### src/hdl/bpm_pkg.sv
// Shared types and constants for the battery pack monitor.
// No dependencies; used by the channel interfaces and the top level.
package bpm_pkg;

    localparam int SAMPLE_W      = 12;
    localparam int SAMPLE_FIELDS = 4;
    localparam int SUM_W         = 14;
    localparam int MV_W          = 16;
    localparam int THR_W         = 13;
    localparam int PCT_W         = 7;
    localparam int CFG_IDX_W     = 3;
    localparam int CFG_DATA_W    = 16;
    localparam int PROD_W        = 28;

    // shared restoring divider
    localparam int DIV_NUM_W = 20;
    localparam int DIV_DEN_W = 16;
    localparam int DIV_CNT_W = 5;

    // divide by three as multiply and shift, exact below 2^16
    localparam logic [15:0] DIV3_RECIP = 16'hAAAB;
    localparam int          DIV3_SHIFT = 17;

    localparam logic [MV_W-1:0]  DETECT_MIN_MV = 16'd3000;
    localparam logic [THR_W:0]   HYST_MV       = 14'd50;
    localparam logic [PCT_W-1:0] PCT_FULL      = 7'd100;

    // configuration register indexes
    localparam logic [CFG_IDX_W-1:0] REG_ADC_SCALE     = 3'd0;
    localparam logic [CFG_IDX_W-1:0] REG_NOMINAL_MV    = 3'd1;
    localparam logic [CFG_IDX_W-1:0] REG_FULL_MV       = 3'd2;
    localparam logic [CFG_IDX_W-1:0] REG_PROF_LOW_MV   = 3'd3;
    localparam logic [CFG_IDX_W-1:0] REG_PROF_CRIT_MV  = 3'd4;
    localparam logic [CFG_IDX_W-1:0] REG_CUST_LOW_MV   = 3'd5;
    localparam logic [CFG_IDX_W-1:0] REG_CUST_CRIT_MV  = 3'd6;
    localparam logic [CFG_IDX_W-1:0] REG_MANUAL_CELLS  = 3'd7;

    typedef enum logic [3:0] {
        ST_IDLE,
        ST_SCALE,
        ST_SAT,
        ST_DETECT,
        ST_THRESH,
        ST_CELL,
        ST_EVAL,
        ST_PCT,
        ST_FINISH
    } state_t;

    typedef struct packed {
        logic [MV_W-1:0]  pack_mv;
        logic [2:0]       cell_count;
        logic [MV_W-1:0]  cell_mv;
        logic             low_alert;
        logic             critical_alert;
        logic             low_latched;
        logic             critical_latched;
        logic             below_low;
        logic             below_critical;
        logic [PCT_W-1:0] charge_percent;
        logic             battery_present;
    } result_t;

endpackage

### src/hdl/bpm_channels.sv
// Valid/ready channel interfaces: measurement requests in, results out.
// Depends on bpm_pkg for field widths.
interface bpm_sample_if;
    import bpm_pkg::*;
    logic                valid;
    logic                ready;
    logic [SAMPLE_W-1:0] sample_a;
    logic [SAMPLE_W-1:0] sample_b;
    logic [SAMPLE_W-1:0] sample_c;
    logic [SAMPLE_W-1:0] sample_d;
    logic                usb_powered;

    modport source (output valid, sample_a, sample_b, sample_c, sample_d, usb_powered,
                    input ready);
    modport sink   (input valid, sample_a, sample_b, sample_c, sample_d, usb_powered,
                    output ready);
endinterface

interface bpm_result_if;
    import bpm_pkg::*;
    logic             valid;
    logic             ready;
    logic [MV_W-1:0]  pack_mv;
    logic [2:0]       cell_count;
    logic [MV_W-1:0]  cell_mv;
    logic             low_alert;
    logic             critical_alert;
    logic             low_latched;
    logic             critical_latched;
    logic             below_low;
    logic             below_critical;
    logic [PCT_W-1:0] charge_percent;
    logic             battery_present;

    modport source (output valid, pack_mv, cell_count, cell_mv, low_alert, critical_alert,
                    low_latched, critical_latched, below_low, below_critical,
                    charge_percent, battery_present,
                    input ready);
    modport sink   (input valid, pack_mv, cell_count, cell_mv, low_alert, critical_alert,
                    low_latched, critical_latched, below_low, below_critical,
                    charge_percent, battery_present,
                    output ready);
endinterface

### src/hdl/battery_pack_monitor.sv
// Battery pack monitor: averaging, scaling, cell count lock, hysteresis flags, percent.
// Depends on bpm_pkg and the channel interfaces in bpm_channels.sv.
//
// Usage
//   sample_ch carries one measurement request: four raw ADC samples and the
//   USB-power flag. result_ch returns exactly one result per request.
//   Configuration is a plain write port (cfg_we, cfg_index, cfg_wdata); write it
//   only while no request is in flight.
// Throughput
//   One request at a time. The average is a shift (a reciprocal multiply for
//   three samples). A single restoring divider (one quotient bit per cycle)
//   is shared by the cell count lock, the per-cell division and the percent
//   division. A request with no cell count skips all divisions; with a count
//   it runs the per-cell division and, when the percent needs one, the percent
//   division; a reading that locks the count by division runs that one first.
//   sample_ch.ready is high only while idle; it rises with the clock edge
//   that loads each result.
// Reset
//   rst_n (async, active low) restores the register defaults, forgets the
//   cell count, clears both hysteresis flags and empties the output register.
// Stall
//   The result sits in an output register; a new request is taken while it
//   waits. A finished request holds in its last step until that register
//   frees up, so no result is ever dropped or overwritten.
module battery_pack_monitor #(
    parameter int MAX_SERIES_CELLS = 6,
    parameter int SAMPLES_PER_READ = 4,
    parameter int ADC_BITS         = 12
) (
    input  logic                            clk,
    input  logic                            rst_n,
    input  logic                            cfg_we,
    input  logic [bpm_pkg::CFG_IDX_W-1:0]   cfg_index,
    input  logic [bpm_pkg::CFG_DATA_W-1:0]  cfg_wdata,
    bpm_sample_if.sink                      sample_ch,
    bpm_result_if.source                    result_ch
);
    import bpm_pkg::*;

    // cell count width: enough for MAX_SERIES_CELLS and for the 3-bit manual count
    localparam int CW_RAW = $clog2(MAX_SERIES_CELLS + 1);
    localparam int CNT_W  = (CW_RAW < 3) ? 3 : CW_RAW;
    // number of sample fields that take part in the average
    localparam int NSAMP  = (SAMPLES_PER_READ > SAMPLE_FIELDS) ? SAMPLE_FIELDS :
                            ((SAMPLES_PER_READ < 1) ? 1 : SAMPLES_PER_READ);
    // shift for the power-of-two sample counts
    localparam int AVG_SH = (NSAMP == 4) ? 2 : ((NSAMP == 2) ? 1 : 0);

    // ---------------- configuration registers ----------------
    logic [MV_W-1:0]  adc_scale_reg;
    logic [THR_W-1:0] nominal_mv_reg, full_mv_reg, prof_low_reg, prof_crit_reg;
    logic [THR_W-1:0] cust_low_reg, cust_crit_reg;
    logic [2:0]       manual_cells_reg;

    always_ff @(posedge clk or negedge rst_n)
    begin
        if (!rst_n)
        begin
            adc_scale_reg    <= 16'd3300;
            nominal_mv_reg   <= 13'd3700;
            full_mv_reg      <= 13'd4200;
            prof_low_reg     <= 13'd3500;
            prof_crit_reg    <= 13'd3300;
            cust_low_reg     <= '0;
            cust_crit_reg    <= '0;
            manual_cells_reg <= '0;
        end
        else if (cfg_we)
        begin
            case (cfg_index)
                REG_ADC_SCALE:    adc_scale_reg    <= cfg_wdata;
                REG_NOMINAL_MV:   nominal_mv_reg   <= cfg_wdata[THR_W-1:0];
                REG_FULL_MV:      full_mv_reg      <= cfg_wdata[THR_W-1:0];
                REG_PROF_LOW_MV:  prof_low_reg     <= cfg_wdata[THR_W-1:0];
                REG_PROF_CRIT_MV: prof_crit_reg    <= cfg_wdata[THR_W-1:0];
                REG_CUST_LOW_MV:  cust_low_reg     <= cfg_wdata[THR_W-1:0];
                REG_CUST_CRIT_MV: cust_crit_reg    <= cfg_wdata[THR_W-1:0];
                REG_MANUAL_CELLS: manual_cells_reg <= cfg_wdata[2:0];
                default:          ;
            endcase
        end
    end

    // ---------------- control and datapath registers ----------------
    state_t                state_reg, state_next;
    logic                  out_valid_reg, out_valid_next;
    logic [CNT_W-1:0]      cells_known_reg, cells_known_next;
    logic                  low_flag_reg, low_flag_next;
    logic                  crit_flag_reg, crit_flag_next;

    // shared divider: quotient register also shifts the numerator in
    logic [DIV_NUM_W-1:0]  quot_reg, quot_next;
    logic [DIV_DEN_W-1:0]  rem_reg, rem_next;
    logic [DIV_DEN_W-1:0]  den_reg, den_next;
    logic [DIV_CNT_W-1:0]  cnt_reg, cnt_next;

    logic [PROD_W-1:0]     prod_reg, prod_next;
    logic [MV_W-1:0]       pack_reg, pack_next;
    logic [CNT_W-1:0]      cells_reg, cells_next;
    logic [MV_W-1:0]       cell_reg, cell_next;
    logic [PCT_W-1:0]      pct_reg, pct_next;
    logic                  low_ev_reg, low_ev_next;
    logic                  crit_ev_reg, crit_ev_next;
    logic                  below_lo_reg, below_lo_next;
    logic                  below_cr_reg, below_cr_next;
    logic                  usb_reg, usb_next;
    result_t               res_reg, res_next;

    always_ff @(posedge clk or negedge rst_n)
    begin
        if (!rst_n)
        begin
            state_reg       <= ST_IDLE;
            out_valid_reg   <= 1'b0;
            cells_known_reg <= '0;
            low_flag_reg    <= 1'b0;
            crit_flag_reg   <= 1'b0;
        end
        else
        begin
            state_reg       <= state_next;
            out_valid_reg   <= out_valid_next;
            cells_known_reg <= cells_known_next;
            low_flag_reg    <= low_flag_next;
            crit_flag_reg   <= crit_flag_next;
        end
    end

    always_ff @(posedge clk)
    begin
        quot_reg     <= quot_next;
        rem_reg      <= rem_next;
        den_reg      <= den_next;
        cnt_reg      <= cnt_next;
        prod_reg     <= prod_next;
        pack_reg     <= pack_next;
        cells_reg    <= cells_next;
        cell_reg     <= cell_next;
        pct_reg      <= pct_next;
        low_ev_reg   <= low_ev_next;
        crit_ev_reg  <= crit_ev_next;
        below_lo_reg <= below_lo_next;
        below_cr_reg <= below_cr_next;
        usb_reg      <= usb_next;
        res_reg      <= res_next;
    end

    // ---------------- combinational helpers ----------------
    logic [SUM_W-1:0]     sum_in;
    logic [SUM_W+15:0]    avg3_prod;
    logic [SAMPLE_W-1:0]  avg_in;
    logic                 manual;
    logic [THR_W-1:0]     lo_thr, cr_thr;
    logic [DIV_DEN_W:0]   div_trial, div_diff;
    logic                 div_ge;
    logic                 div_last;
    logic [PROD_W-1:0]    scaled;
    logic [MV_W-1:0]      pack_sat;
    logic [MV_W:0]        detect_num;
    logic [CNT_W-1:0]     cells_sel;
    logic [MV_W-1:0]      cell_q;
    logic [THR_W-1:0]     pct_diff;
    logic [DIV_NUM_W-1:0] pct_num;
    logic                 cell_le_lo, cell_le_cr, cell_gt_lo_h, cell_gt_cr_h, cell_ge_full;

    // truncating average: only the first NSAMP fields count
    assign sum_in = SUM_W'(sample_ch.sample_a)
                  + ((NSAMP > 1) ? SUM_W'(sample_ch.sample_b) : SUM_W'(0))
                  + ((NSAMP > 2) ? SUM_W'(sample_ch.sample_c) : SUM_W'(0))
                  + ((NSAMP > 3) ? SUM_W'(sample_ch.sample_d) : SUM_W'(0));
    assign avg3_prod = (SUM_W+16)'(sum_in) * (SUM_W+16)'(DIV3_RECIP);
    assign avg_in    = (NSAMP == 3) ? SAMPLE_W'(avg3_prod >> DIV3_SHIFT)
                                    : SAMPLE_W'(sum_in >> AVG_SH);

    assign manual = (manual_cells_reg != 3'd0)
                 && (CNT_W'(manual_cells_reg) <= CNT_W'(MAX_SERIES_CELLS));
    assign lo_thr = (cust_low_reg  != '0) ? cust_low_reg  : prof_low_reg;
    assign cr_thr = (cust_crit_reg != '0) ? cust_crit_reg : prof_crit_reg;

    // one restoring step per cycle
    assign div_trial = {rem_reg, quot_reg[DIV_NUM_W-1]};
    assign div_ge    = div_trial >= {1'b0, den_reg};
    assign div_diff  = div_trial - {1'b0, den_reg};
    assign div_last  = cnt_reg == DIV_CNT_W'(DIV_NUM_W - 1);

    assign scaled     = prod_reg >> ADC_BITS;
    assign pack_sat   = (scaled > PROD_W'(16'hFFFF)) ? 16'hFFFF : scaled[MV_W-1:0];
    assign detect_num = {1'b0, pack_sat} + (MV_W+1)'(nominal_mv_reg >> 1);
    assign cells_sel  = manual ? CNT_W'(manual_cells_reg) : cells_known_reg;

    assign cell_q       = quot_reg[MV_W-1:0];
    assign cell_le_lo   = cell_q <= MV_W'(lo_thr);
    assign cell_le_cr   = cell_q <= MV_W'(cr_thr);
    assign cell_gt_lo_h = cell_q > (MV_W'(lo_thr) + MV_W'(HYST_MV));
    assign cell_gt_cr_h = cell_q > (MV_W'(cr_thr) + MV_W'(HYST_MV));
    assign cell_ge_full = cell_q >= MV_W'(full_mv_reg);
    // only used when critical < cell < full, so the difference fits THR_W bits
    assign pct_diff     = cell_q[THR_W-1:0] - cr_thr;
    assign pct_num      = DIV_NUM_W'(pct_diff) * DIV_NUM_W'(PCT_FULL);

    // ---------------- sequencer ----------------
    always_comb
    begin
        state_next       = state_reg;
        out_valid_next   = out_valid_reg && !result_ch.ready;
        cells_known_next = cells_known_reg;
        low_flag_next    = low_flag_reg;
        crit_flag_next   = crit_flag_reg;
        quot_next        = quot_reg;
        rem_next         = rem_reg;
        den_next         = den_reg;
        cnt_next         = cnt_reg;
        prod_next        = prod_reg;
        pack_next        = pack_reg;
        cells_next       = cells_reg;
        cell_next        = cell_reg;
        pct_next         = pct_reg;
        low_ev_next      = low_ev_reg;
        crit_ev_next     = crit_ev_reg;
        below_lo_next    = below_lo_reg;
        below_cr_next    = below_cr_reg;
        usb_next         = usb_reg;
        res_next         = res_reg;

        // divider iterates in every division state
        if (state_reg == ST_DETECT || state_reg == ST_CELL || state_reg == ST_PCT)
        begin
            rem_next  = div_ge ? div_diff[DIV_DEN_W-1:0] : div_trial[DIV_DEN_W-1:0];
            quot_next = {quot_reg[DIV_NUM_W-2:0], div_ge};
            cnt_next  = cnt_reg + DIV_CNT_W'(1);
        end

        case (state_reg)
            ST_IDLE:
            begin
                if (sample_ch.valid)
                begin
                    usb_next      = sample_ch.usb_powered;
                    cell_next     = '0;
                    pct_next      = '0;
                    low_ev_next   = 1'b0;
                    crit_ev_next  = 1'b0;
                    below_lo_next = 1'b0;
                    below_cr_next = 1'b0;
                    quot_next     = DIV_NUM_W'(avg_in);
                    state_next    = ST_SCALE;
                end
            end
            ST_SCALE:
            begin
                prod_next  = PROD_W'(quot_reg[SAMPLE_W-1:0]) * PROD_W'(adc_scale_reg);
                state_next = ST_SAT;
            end
            ST_SAT:
            begin
                pack_next  = pack_sat;
                state_next = ST_THRESH;
                if (!manual && cells_known_reg == '0 && pack_sat >= DETECT_MIN_MV)
                begin
                    if (nominal_mv_reg == '0)
                        cells_known_next = CNT_W'(MAX_SERIES_CELLS);
                    else
                    begin
                        quot_next  = DIV_NUM_W'(detect_num);
                        rem_next   = '0;
                        den_next   = DIV_DEN_W'(nominal_mv_reg);
                        cnt_next   = '0;
                        state_next = ST_DETECT;
                    end
                end
            end
            ST_DETECT:
            begin
                if (div_last)
                    state_next = ST_THRESH;
            end
            ST_THRESH:
            begin
                // a detection that just finished lands here first
                if (!manual && cells_known_reg == '0 && pack_reg >= DETECT_MIN_MV
                    && nominal_mv_reg != '0)
                begin
                    if (quot_reg == '0)
                        cells_known_next = CNT_W'(1);
                    else if (quot_reg > DIV_NUM_W'(MAX_SERIES_CELLS))
                        cells_known_next = CNT_W'(MAX_SERIES_CELLS);
                    else
                        cells_known_next = quot_reg[CNT_W-1:0];
                    state_next = ST_THRESH;
                end
                else
                begin
                    cells_next = cells_sel;
                    if (cells_sel != '0)
                    begin
                        quot_next  = DIV_NUM_W'(pack_reg);
                        rem_next   = '0;
                        den_next   = DIV_DEN_W'(cells_sel);
                        cnt_next   = '0;
                        state_next = ST_CELL;
                    end
                    else
                        state_next = ST_FINISH;
                end
            end
            ST_CELL:
            begin
                if (div_last)
                    state_next = ST_EVAL;
            end
            ST_EVAL:
            begin
                cell_next     = cell_q;
                below_lo_next = cell_le_lo;
                below_cr_next = cell_le_cr;
                if (!low_flag_reg && cell_le_lo)
                begin
                    low_flag_next = 1'b1;
                    low_ev_next   = 1'b1;
                end
                else if (low_flag_reg && cell_gt_lo_h)
                    low_flag_next = 1'b0;
                if (!crit_flag_reg && cell_le_cr)
                begin
                    crit_flag_next = 1'b1;
                    crit_ev_next   = 1'b1;
                end
                else if (crit_flag_reg && cell_gt_cr_h)
                    crit_flag_next = 1'b0;

                if (cell_ge_full)
                begin
                    pct_next   = PCT_FULL;
                    state_next = ST_FINISH;
                end
                else if (cell_le_cr)
                begin
                    pct_next   = '0;
                    state_next = ST_FINISH;
                end
                else
                begin
                    quot_next  = pct_num;
                    rem_next   = '0;
                    den_next   = DIV_DEN_W'(full_mv_reg - cr_thr);
                    cnt_next   = '0;
                    state_next = ST_PCT;
                end
            end
            ST_PCT:
            begin
                if (div_last)
                begin
                    pct_next   = quot_next[PCT_W-1:0];
                    state_next = ST_FINISH;
                end
            end
            ST_FINISH:
            begin
                if (!out_valid_reg || result_ch.ready)
                begin
                    res_next.pack_mv          = pack_reg;
                    res_next.cell_count       = cells_reg[2:0];
                    res_next.cell_mv          = cell_reg;
                    res_next.low_alert        = low_ev_reg;
                    res_next.critical_alert   = crit_ev_reg;
                    res_next.low_latched      = low_flag_reg;
                    res_next.critical_latched = crit_flag_reg;
                    res_next.below_low        = below_lo_reg;
                    res_next.below_critical   = below_cr_reg;
                    res_next.charge_percent   = pct_reg;
                    res_next.battery_present  = (pack_reg >= DETECT_MIN_MV)
                                             && !(usb_reg && !manual);
                    out_valid_next = 1'b1;
                    state_next     = ST_IDLE;
                end
            end
            default:
                state_next = ST_IDLE;
        endcase
    end

    // ---------------- ports ----------------
    assign sample_ch.ready = (state_reg == ST_IDLE);

    assign result_ch.valid            = out_valid_reg;
    assign result_ch.pack_mv          = res_reg.pack_mv;
    assign result_ch.cell_count       = res_reg.cell_count;
    assign result_ch.cell_mv          = res_reg.cell_mv;
    assign result_ch.low_alert        = res_reg.low_alert;
    assign result_ch.critical_alert   = res_reg.critical_alert;
    assign result_ch.low_latched      = res_reg.low_latched;
    assign result_ch.critical_latched = res_reg.critical_latched;
    assign result_ch.below_low        = res_reg.below_low;
    assign result_ch.below_critical   = res_reg.below_critical;
    assign result_ch.charge_percent   = res_reg.charge_percent;
    assign result_ch.battery_present  = res_reg.battery_present;

endmodule
### src/flat_wrapper.sv
// flat-port wrapper written by rule: the top's interface ports become plain ports
module battery_pack_monitor_flat import bpm_pkg::*;
#(
    parameter int MAX_SERIES_CELLS = 6,
    parameter int SAMPLES_PER_READ = 4,
    parameter int ADC_BITS         = 12
)
  (clk, rst_n, cfg_we, cfg_index, cfg_wdata, sample_ch_valid, sample_ch_sample_a, sample_ch_sample_b, sample_ch_sample_c, sample_ch_sample_d, sample_ch_usb_powered, sample_ch_ready, result_ch_valid, result_ch_pack_mv, result_ch_cell_count, result_ch_cell_mv, result_ch_low_alert, result_ch_critical_alert, result_ch_low_latched, result_ch_critical_latched, result_ch_below_low, result_ch_below_critical, result_ch_charge_percent, result_ch_battery_present, result_ch_ready);
  bpm_sample_if sample_ch_i ();
  bpm_result_if result_ch_i ();
  input  logic clk;
  input  logic rst_n;
  input  logic cfg_we;
  input  logic [bpm_pkg::CFG_IDX_W-1:0] cfg_index;
  input  logic [bpm_pkg::CFG_DATA_W-1:0] cfg_wdata;
  input wire logic [$bits(sample_ch_i.valid)-1:0] sample_ch_valid;
  input wire logic [$bits(sample_ch_i.sample_a)-1:0] sample_ch_sample_a;
  input wire logic [$bits(sample_ch_i.sample_b)-1:0] sample_ch_sample_b;
  input wire logic [$bits(sample_ch_i.sample_c)-1:0] sample_ch_sample_c;
  input wire logic [$bits(sample_ch_i.sample_d)-1:0] sample_ch_sample_d;
  input wire logic [$bits(sample_ch_i.usb_powered)-1:0] sample_ch_usb_powered;
  output wire logic [$bits(sample_ch_i.ready)-1:0] sample_ch_ready;
  output wire logic [$bits(result_ch_i.valid)-1:0] result_ch_valid;
  output wire logic [$bits(result_ch_i.pack_mv)-1:0] result_ch_pack_mv;
  output wire logic [$bits(result_ch_i.cell_count)-1:0] result_ch_cell_count;
  output wire logic [$bits(result_ch_i.cell_mv)-1:0] result_ch_cell_mv;
  output wire logic [$bits(result_ch_i.low_alert)-1:0] result_ch_low_alert;
  output wire logic [$bits(result_ch_i.critical_alert)-1:0] result_ch_critical_alert;
  output wire logic [$bits(result_ch_i.low_latched)-1:0] result_ch_low_latched;
  output wire logic [$bits(result_ch_i.critical_latched)-1:0] result_ch_critical_latched;
  output wire logic [$bits(result_ch_i.below_low)-1:0] result_ch_below_low;
  output wire logic [$bits(result_ch_i.below_critical)-1:0] result_ch_below_critical;
  output wire logic [$bits(result_ch_i.charge_percent)-1:0] result_ch_charge_percent;
  output wire logic [$bits(result_ch_i.battery_present)-1:0] result_ch_battery_present;
  input wire logic [$bits(result_ch_i.ready)-1:0] result_ch_ready;
  assign sample_ch_i.valid = sample_ch_valid;
  assign sample_ch_i.sample_a = sample_ch_sample_a;
  assign sample_ch_i.sample_b = sample_ch_sample_b;
  assign sample_ch_i.sample_c = sample_ch_sample_c;
  assign sample_ch_i.sample_d = sample_ch_sample_d;
  assign sample_ch_i.usb_powered = sample_ch_usb_powered;
  assign sample_ch_ready = sample_ch_i.ready;
  assign result_ch_valid = result_ch_i.valid;
  assign result_ch_pack_mv = result_ch_i.pack_mv;
  assign result_ch_cell_count = result_ch_i.cell_count;
  assign result_ch_cell_mv = result_ch_i.cell_mv;
  assign result_ch_low_alert = result_ch_i.low_alert;
  assign result_ch_critical_alert = result_ch_i.critical_alert;
  assign result_ch_low_latched = result_ch_i.low_latched;
  assign result_ch_critical_latched = result_ch_i.critical_latched;
  assign result_ch_below_low = result_ch_i.below_low;
  assign result_ch_below_critical = result_ch_i.below_critical;
  assign result_ch_charge_percent = result_ch_i.charge_percent;
  assign result_ch_battery_present = result_ch_i.battery_present;
  assign result_ch_i.ready = result_ch_ready;
  battery_pack_monitor #(.MAX_SERIES_CELLS(MAX_SERIES_CELLS), .SAMPLES_PER_READ(SAMPLES_PER_READ), .ADC_BITS(ADC_BITS)) u_core (.clk(clk), .rst_n(rst_n), .cfg_we(cfg_we), .cfg_index(cfg_index), .cfg_wdata(cfg_wdata), .sample_ch(sample_ch_i), .result_ch(result_ch_i));
endmodule
### config.mk
export PLATFORM = sky130hd
export DESIGN_NAME = battery_pack_monitor_flat
export DESIGN_NICKNAME = d
export VERILOG_FILES = /design/src/hdl/bpm_pkg.sv /design/src/hdl/bpm_channels.sv /design/src/hdl/battery_pack_monitor.sv /design/src/flat_wrapper.sv
export SDC_FILE = /design/constraint.sdc
export NUM_CORES = 1
export LEC_CHECK = 0
export ABC_CLOCK_PERIOD_IN_PS = 6050
export BUFFER_PORTS_ARGS = -buffer_cell sky130_fd_sc_hd__clkbuf_2
export CAP_MARGIN = 20
export CORE_ASPECT_RATIO = 2
export CORE_MARGIN = 3
export CORE_UTILIZATION = 30
export DETAILED_ROUTE_END_ITERATION = 10
export PLACE_DENSITY = 0.45
export SLEW_MARGIN = 20
export SYNTH_ARGS = -nofsm -noshare
export SYNTH_HDL_FRONTEND = slang
export SYNTH_SLANG_ARGS = --single-unit
### constraint.sdc
create_clock -name clk -period 6.05 [get_ports clk]
set_input_delay 1.21 -clock clk [delete_from_list [all_inputs] [get_ports clk]]
set_output_delay 1.21 -clock clk [all_outputs]
set_load 0.02 [all_outputs]
==> results.yml, run 1 <==
drt:
  number_of_iterations_in_the_first_detailed_routing_pass: 6
  avgRoutedWirePerCell_um: 22.0
  drt.antenna.violating_nets: 0
  wl_um: 77600
  drt-initial-drc-count: 842
  drc_errors: 0
  routed-via-count: 17800
  avgViaCountPerCell: 5.04
logic_synthesis:
  synth-edff-count: 126
  synthesis.instances: 2304
  syn_nets: 2774
  warnings_synthesis: 0
  number_of_library_cell_types_mapped_by_synthesis: 87
  avgSynthCellArea_sq_um: 10.0
  synth_top_area_share_pct: 16.4
  postSynth.asyncResetShare_pct: 39.1
  area_of_the_mapped_netlist_sq_um: 23100
  synth_area_leader_cell: "sky130_fd_sc_hd__edfxtp_1"
  ys_top_cells_by_area: "sky130_fd_sc_hd__edfxtp_1, sky130_fd_sc_hd__fa_1, sky130_fd_sc_hd__ha_1"
  postSynth.topFlopCell: "sky130_fd_sc_hd__edfxtp_1"
  seq_area_frac_synth_pct: 31.7
  number_of_register_bits_inferred_by_synthesis: 274
cts:
  cts.sink_count: 274
  root_buffer: "sky130_fd_sc_hd__clkbuf_16"
  worst_skew_pair.late_latency_ns: 0.60
  worst_setup_hold_path_clk_slew_ns: 0.06
  clock_tree.buffer_depth: 3
  h_tree_lvl_count: 1
  cts_inserted_buffers: 30
  cts.hold.buffers_added: 0
  cts_tree: "yes"
timing:
  grt_setup_unrepaired: "yes"
  hold_viol_final: 0
  timing.final.crit_share_pct: 97.8
  slew_violations: 0
  worstMarginPinSlew_ns: 0.895
  clock.fmax_ghz: 0.169
  clock_skew_ns: 0.0159
  setup-violations-final: 0
  fin_tns_setup_ns: 0
  timing.max_slew.rel_slack_pct: 40.3
  final_period_minus_worst_setup_slack_ns: 5.92
floorplan:
  design.core.area_sq_um: 76000
  pin_count: 124
  num_rows: 143
  die_area_sq_um: 80400
  initial_core_util_pct: 30.3
  chipHeight_um: 398
  width_of_the_die_um: 202
min_path:
  hold_path_depth: 0
  hold_path_end: "u_core.result_ch.charge_percent[5]"
  min_path_type: "reg2reg"
  hp-start: "u_core.pct_reg[5]"
setup_path:
  path_common_cell: "sky130_fd_sc_hd__inv_2"
  timing.critical_path.buf_inv: 3
  crit_path_start_kind: "flop"
  crit_path_max_fanout: 3
  cp_slowest_cell: "sky130_fd_sc_hd__or4_4"
  path_delay_family: "adder cells"
  setup.reg_to_reg.worst_slack_ns: 0.13
  worst-endpoint-arrival_ns: 6.40
  r2r_end: "u_core.quot_reg[15]"
  timing.setup.critical_path_class: "reg2reg"
  critical_path.endpoint_type: "flop"
  reg2regPathDepth: 25
  cp_num_cells: 25
  r2r_start: "u_core.cust_crit_reg[2]"
  crit_path_max_incr_delay_ns: 0.59
  cp.required_ns: 6.53
place:
  placed_cells_incl_taps: 3462
  finalWeightedCongestion: 0.916
  io_buffer_count: 123
  dp_hpwl_um: 63100
final_layout:
  combined_area_of_the_multi_input_logic_cells_sq_um: 14600
  areaGrowthSynthToFinish_pct: 16.3
  most_common_cell_after_layout_fill_and_taps_aside: "sky130_fd_sc_hd__inv_1"
  largest_register_ffs: 20
  seq_cell_area_sq_um: 7330
  nFillCells: 7752
  finish.cell_count_without_fillers: 3530
  final_cell_mix: "sky130_fd_sc_hd__inv_1, sky130_fd_sc_hd__ha_1, sky130_fd_sc_hd__nand2_1, sky130_fd_sc_hd__fa_1, sky130_fd_sc_hd__edfxtp_1"
  post_route_cells_drive_above_1_share_pct: 19.7
  antenna_cells: 0
  nNetsFinal: 2961
grt:
  maximum_number_of_pins_on_one_net_before_global_route_repair: 62
  global_route.overflow_total: 0
  global_route.usage.total_pct: 19.1
  antenna_violations_before_repair: 4
  grt_first_pass_wirelength_um: 116000
  first_global_vias: 19100
flow_run:
  cap_viol_max_count: 0
run_status:
  status: "complete, no violations"
cells in the mapped netlist (all sizes together) (11+ instances only):
cell type and instances:
inv 286, ha 234, nand2 219, fa 163, edfxtp 126, a21oi 123
nor2 112, mux2 84, and2 80, dfrtp 77, o21ai 77, clkbuf 70
xnor2 68, xor2 50, a21o 49, nor3 45, dfxtp 41, dfstp 30
mux2i 30, o21a 24, nand3 22, nor2b 22, a211oi 21, nand4 19
nor4 18, buf 14, nand2b 14, a31oi 12, o31ai 12, or3 12
o221ai 11, or2 11
worst max-delay path by stage:
stage	startpoint	end	slack, ns
4_1_cts	u_core.cust_crit_reg[7]	u_core.quot_reg[16]	-0.06
2_1_floorplan	u_core.cust_crit_reg[7]	u_core.quot_reg[15]	0.03
3_3_place_gp	u_core.cust_crit_reg[7]	u_core.quot_reg[15]	-0.03
6_report	u_core.cust_crit_reg[2]	u_core.quot_reg[15]	0.13
3_5_place_dp	u_core.cust_crit_reg[7]	u_core.quot_reg[15]	-0.1
5_1_grt	u_core.cust_crit_reg[5]	u_core.quot_reg[15]	-0.16
kinds of logic (layout without fill, tap and decap cells):
family	after synthesis	count (layout)	share of synthesized area, %
and+or+nand+nor	607	607	13.0
AOI/OAI and AO/OA	419	419	12.1
adders and majority gates	402	402	27.1
buffers and inverters	370	581	6.12
muxes	114	114	5.40
xor gates and xnor gates	118	118	4.48
DFF	274	274	31.7
routing by layer:
layer	global-route usage (%)	vias to the layer above	wire [um]
met2	37.3	440	42500
met1	18.4	8830	26100
met3	2.31	208	2760
met5	0	-	34
li1	-	8296	-
met4	12.6	6	6130
final cells by class:
type,count,share of cell area [%]
clock inverters,19,0.630
flip-flops and latches,274,27.3
well taps,1015,4.73
repair buffers,239,5.69
clock buffers,37,3.01
inverters,286,4.00
multi-input cells,1660,54.6
stage by stage:
stage               util, %  hold slack, ns  setup slack (ns)  instance area, sq um
floorplan                 -           0.400            0.0323                 23100
global placement       33.5           0.402           -0.0286                 25500
detailed placement     33.5           0.405           -0.0986                 25500
CTS                    34.8           0.417           -0.0587                 26500
global route           35.3           0.425            -0.158                 26800
finish                 35.3           0.417             0.132                 26800
worst register-to-register path: cells and delay by family, from the launching register on:
| family | cells | cell delay [ns] |
|---|---|---|
| compound gates | 7 | 1.35 |
| xor+xnor | 2 | 0.43 |
| fa+ha+maj | 8 | 2.24 |
| buf+inv | 3 | 0.12 |
| flops | 1 | 0.38 |
| simple gates | 5 | 1.28 |
repair_timing:
| item | 4_1_cts | 5_1_grt |
|---|---|---|
| endpoints found under the setup margin | 5 | 16 |
| setup buffers | 0 | 12 |
| pin swaps | 0 | 31 |
| gates cloned | 0 | 0 |
| resized for setup | 2 | 58 |
Power of run 1 is left out: the tool's default activity adds up to more than one toggle a clock period on the data nets, which glitch-free logic cannot reach.
==> run 2: changes to the inputs <==
--- a/config.mk
+++ b/config.mk
@@ -5,14 +5,14 @@
 export SDC_FILE = /design/constraint.sdc
 export NUM_CORES = 1
 export LEC_CHECK = 0
-export ABC_CLOCK_PERIOD_IN_PS = 6050
+export ABC_CLOCK_PERIOD_IN_PS = 7100
 export BUFFER_PORTS_ARGS = -buffer_cell sky130_fd_sc_hd__clkbuf_2
 export CAP_MARGIN = 20
 export CORE_ASPECT_RATIO = 2
 export CORE_MARGIN = 3
-export CORE_UTILIZATION = 30
+export CORE_UTILIZATION = 45
 export DETAILED_ROUTE_END_ITERATION = 10
-export PLACE_DENSITY = 0.45
+export PLACE_DENSITY = 0.6
 export SLEW_MARGIN = 20
 export SYNTH_ARGS = -nofsm -noshare
 export SYNTH_HDL_FRONTEND = slang
==> constraint.sdc (replaced) <==
create_clock -name clk -period 7.1 [get_ports clk]
set_input_delay 1.42 -clock clk [delete_from_list [all_inputs] [get_ports clk]]
set_output_delay 1.42 -clock clk [all_outputs]
set_load 0.02 [all_outputs]
==> run 2 against run 1 <==
Net effect:
- critical endpoint is now u_core.quot_reg[16]
- final area fell by 4.9%
- flip-flop and latch count did not move
- sequential share of layout area rose by 1.4 points
==> results.yml, run 2 (synthesized netlist as in run 1, its figures left out) <==
setup_path:
  path_delay_family: "adder cells"
  cp_slowest_cell: "sky130_fd_sc_hd__or4_4"
  path_common_cell: "sky130_fd_sc_hd__ha_1"
  crit_path_max_fanout: 5
  worst-endpoint-arrival_ns: 6.97
  crit_path_start_kind: "flop"
  timing.setup.critical_path_class: "reg2reg"
  crit_path_max_incr_delay_ns: 0.59
  timing.critical_path.buf_inv: 4
  critical_path.endpoint_type: "flop"
  cp.required_ns: 7.54
timing:
  grt_setup_unrepaired: "no"
  clock.fmax_ghz: 0.153
  timing.max_slew.rel_slack_pct: 23.9
  setup-violations-final: 0
  timing.final.crit_share_pct: 92.0
  worstMarginPinSlew_ns: 1.14
  post-route-worst-setup-slack_ns: 0.569
  final_period_minus_worst_setup_slack_ns: 6.53
  slew_violations: 0
  clock_skew_ns: 0.0270
  hold_viol_final: 0
  fin_tns_setup_ns: 0
final_layout:
  finish.cell_count_without_fillers: 3081
  final_cell_mix: "sky130_fd_sc_hd__inv_1, sky130_fd_sc_hd__ha_1, sky130_fd_sc_hd__nand2_1, sky130_fd_sc_hd__fa_1, sky130_fd_sc_hd__edfxtp_1"
  largest_register_ffs: 20
  areaGrowthSynthToFinish_pct: 10.6
  antenna_cells: 0
  post_route_cells_drive_above_1_share_pct: 15.3
  layout.core_utilization_pct: 50.7
  nNetsFinal: 2880
  most_common_cell_after_layout_fill_and_taps_aside: "sky130_fd_sc_hd__inv_1"
drt:
  drt-initial-drc-count: 1104
  wl_um: 71300
  number_of_iterations_in_the_first_detailed_routing_pass: 6
  avgRoutedWirePerCell_um: 23.1
  avgViaCountPerCell: 5.78
  routed-via-count: 17800
  drc_errors: 0
  drt.antenna.violating_nets: 0
cts:
  cts_inserted_buffers: 28
  cts.sink_count: 274
  worst_setup_hold_path_clk_slew_ns: 0.09
  worst_skew_pair.late_latency_ns: 0.59
  root_buffer: "sky130_fd_sc_hd__clkbuf_16"
  post_cts_buffers: 0
  cts.hold.buffers_added: 0
  cts.repair.resized: 0
  cts_tree: "yes"
  h_tree_lvl_count: 1
  clock_tree.buffer_depth: 3
floorplan:
  die_area_sq_um: 54200
  pin_count: 124
  chipHeight_um: 326
  initial_core_util_pct: 45.8
  width_of_the_die_um: 166
  num_rows: 116
  design.core.area_sq_um: 50400
grt:
  global_route.overflow_total: 0
  grt_first_pass_wirelength_um: 109000
  global_route.usage.total_pct: 26.0
  maximum_number_of_pins_on_one_net_before_global_route_repair: 71
  first_global_vias: 19000
  antenna_violations_before_repair: 0
min_path:
  min_path_type: "reg2reg"
place:
  dp_hpwl_um: 56500
  pre_cts_setup_slack_ns: 0.334
  finalWeightedCongestion: 0.940
  io_buffer_count: 123
  placed_cells_incl_taps: 3029
flow_run:
  cap_viol_max_count: 0
run_status:
  status: "complete, no violations"
## run 2: path summary, 6_finish.rpt
path / cells after the start / slack, ns / startpoint / end
setup / recovery: 25 / 0.57 / u_core.cust_crit_reg[7] / u_core.quot_reg[16]
hold / removal: 0 / 0.42 / u_core.cell_reg[2] / u_core.result_ch.cell_mv[2]
setup reg to reg: 25 / 0.57 / u_core.cust_crit_reg[7] / u_core.quot_reg[16]
hold reg to reg: 0 / 0.42 / u_core.cell_reg[2] / u_core.result_ch.cell_mv[2]
max in group asynchronous: 2 / 4.87 / rst_n / u_core.adc_scale_reg[13]
min in group asynchronous: 1 / 0.81 / rst_n / u_core.low_flag_reg
## run 2: metal layers
| metal | routed length [um] | global-route usage [%] |
|---|---|---|
| met1 | 24600 | 26.8 |
| met5 | 0 | 0 |
| met4 | 5480 | 16.3 |
| met3 | 2520 | 2.57 |
| met2 | 38700 | 49.7 |
## run 2: worst register-to-register path, stage by stage, from the launching register on
cell                       delay (ns)
sky130_fd_sc_hd__dfrtp_1         0.39
sky130_fd_sc_hd__or4_4           0.59
sky130_fd_sc_hd__nor4_4          0.43
sky130_fd_sc_hd__nor2_1          0.19
sky130_fd_sc_hd__inv_1           0.13
sky130_fd_sc_hd__ha_1            0.19
sky130_fd_sc_hd__inv_1           0.06
sky130_fd_sc_hd__ha_1            0.18
sky130_fd_sc_hd__o21bai_2        0.20
sky130_fd_sc_hd__maj3_2          0.37
sky130_fd_sc_hd__maj3_1          0.42
sky130_fd_sc_hd__xor2_1          0.30
sky130_fd_sc_hd__ha_1            0.29
sky130_fd_sc_hd__ha_1            0.29
sky130_fd_sc_hd__inv_1           0.05
sky130_fd_sc_hd__fa_1            0.52
sky130_fd_sc_hd__inv_1           0.04
sky130_fd_sc_hd__ha_1            0.35
sky130_fd_sc_hd__o21ai_0         0.13
sky130_fd_sc_hd__a21boi_0        0.12
sky130_fd_sc_hd__o21ai_0         0.24
sky130_fd_sc_hd__a21oi_1         0.13
sky130_fd_sc_hd__a41oi_1         0.27
sky130_fd_sc_hd__nor2b_1         0.18
sky130_fd_sc_hd__xor2_1          0.21
sky130_fd_sc_hd__o221ai_1        0.14
## run 2: area by class of cell
class	instances	area, sq um
Sequential cell	274	7320
Tap cell	649	812
Inverter	286	1070
Fill cell	4676	24900
Multi-Input combinational cell	1660	14400
Clock buffer	31	733
Clock inverter	21	287
Timing Repair Buffer	160	896
## run 2: per-stage QoR
stage,cell area [sq um],hold slack (ns)
floorplan,23100,0.400
global route,25500,0.427
global placement,24500,0.404
detailed placement,24500,0.405
CTS,25500,0.418
finish,25500,0.417
Power of run 2 is left out for the same reason.
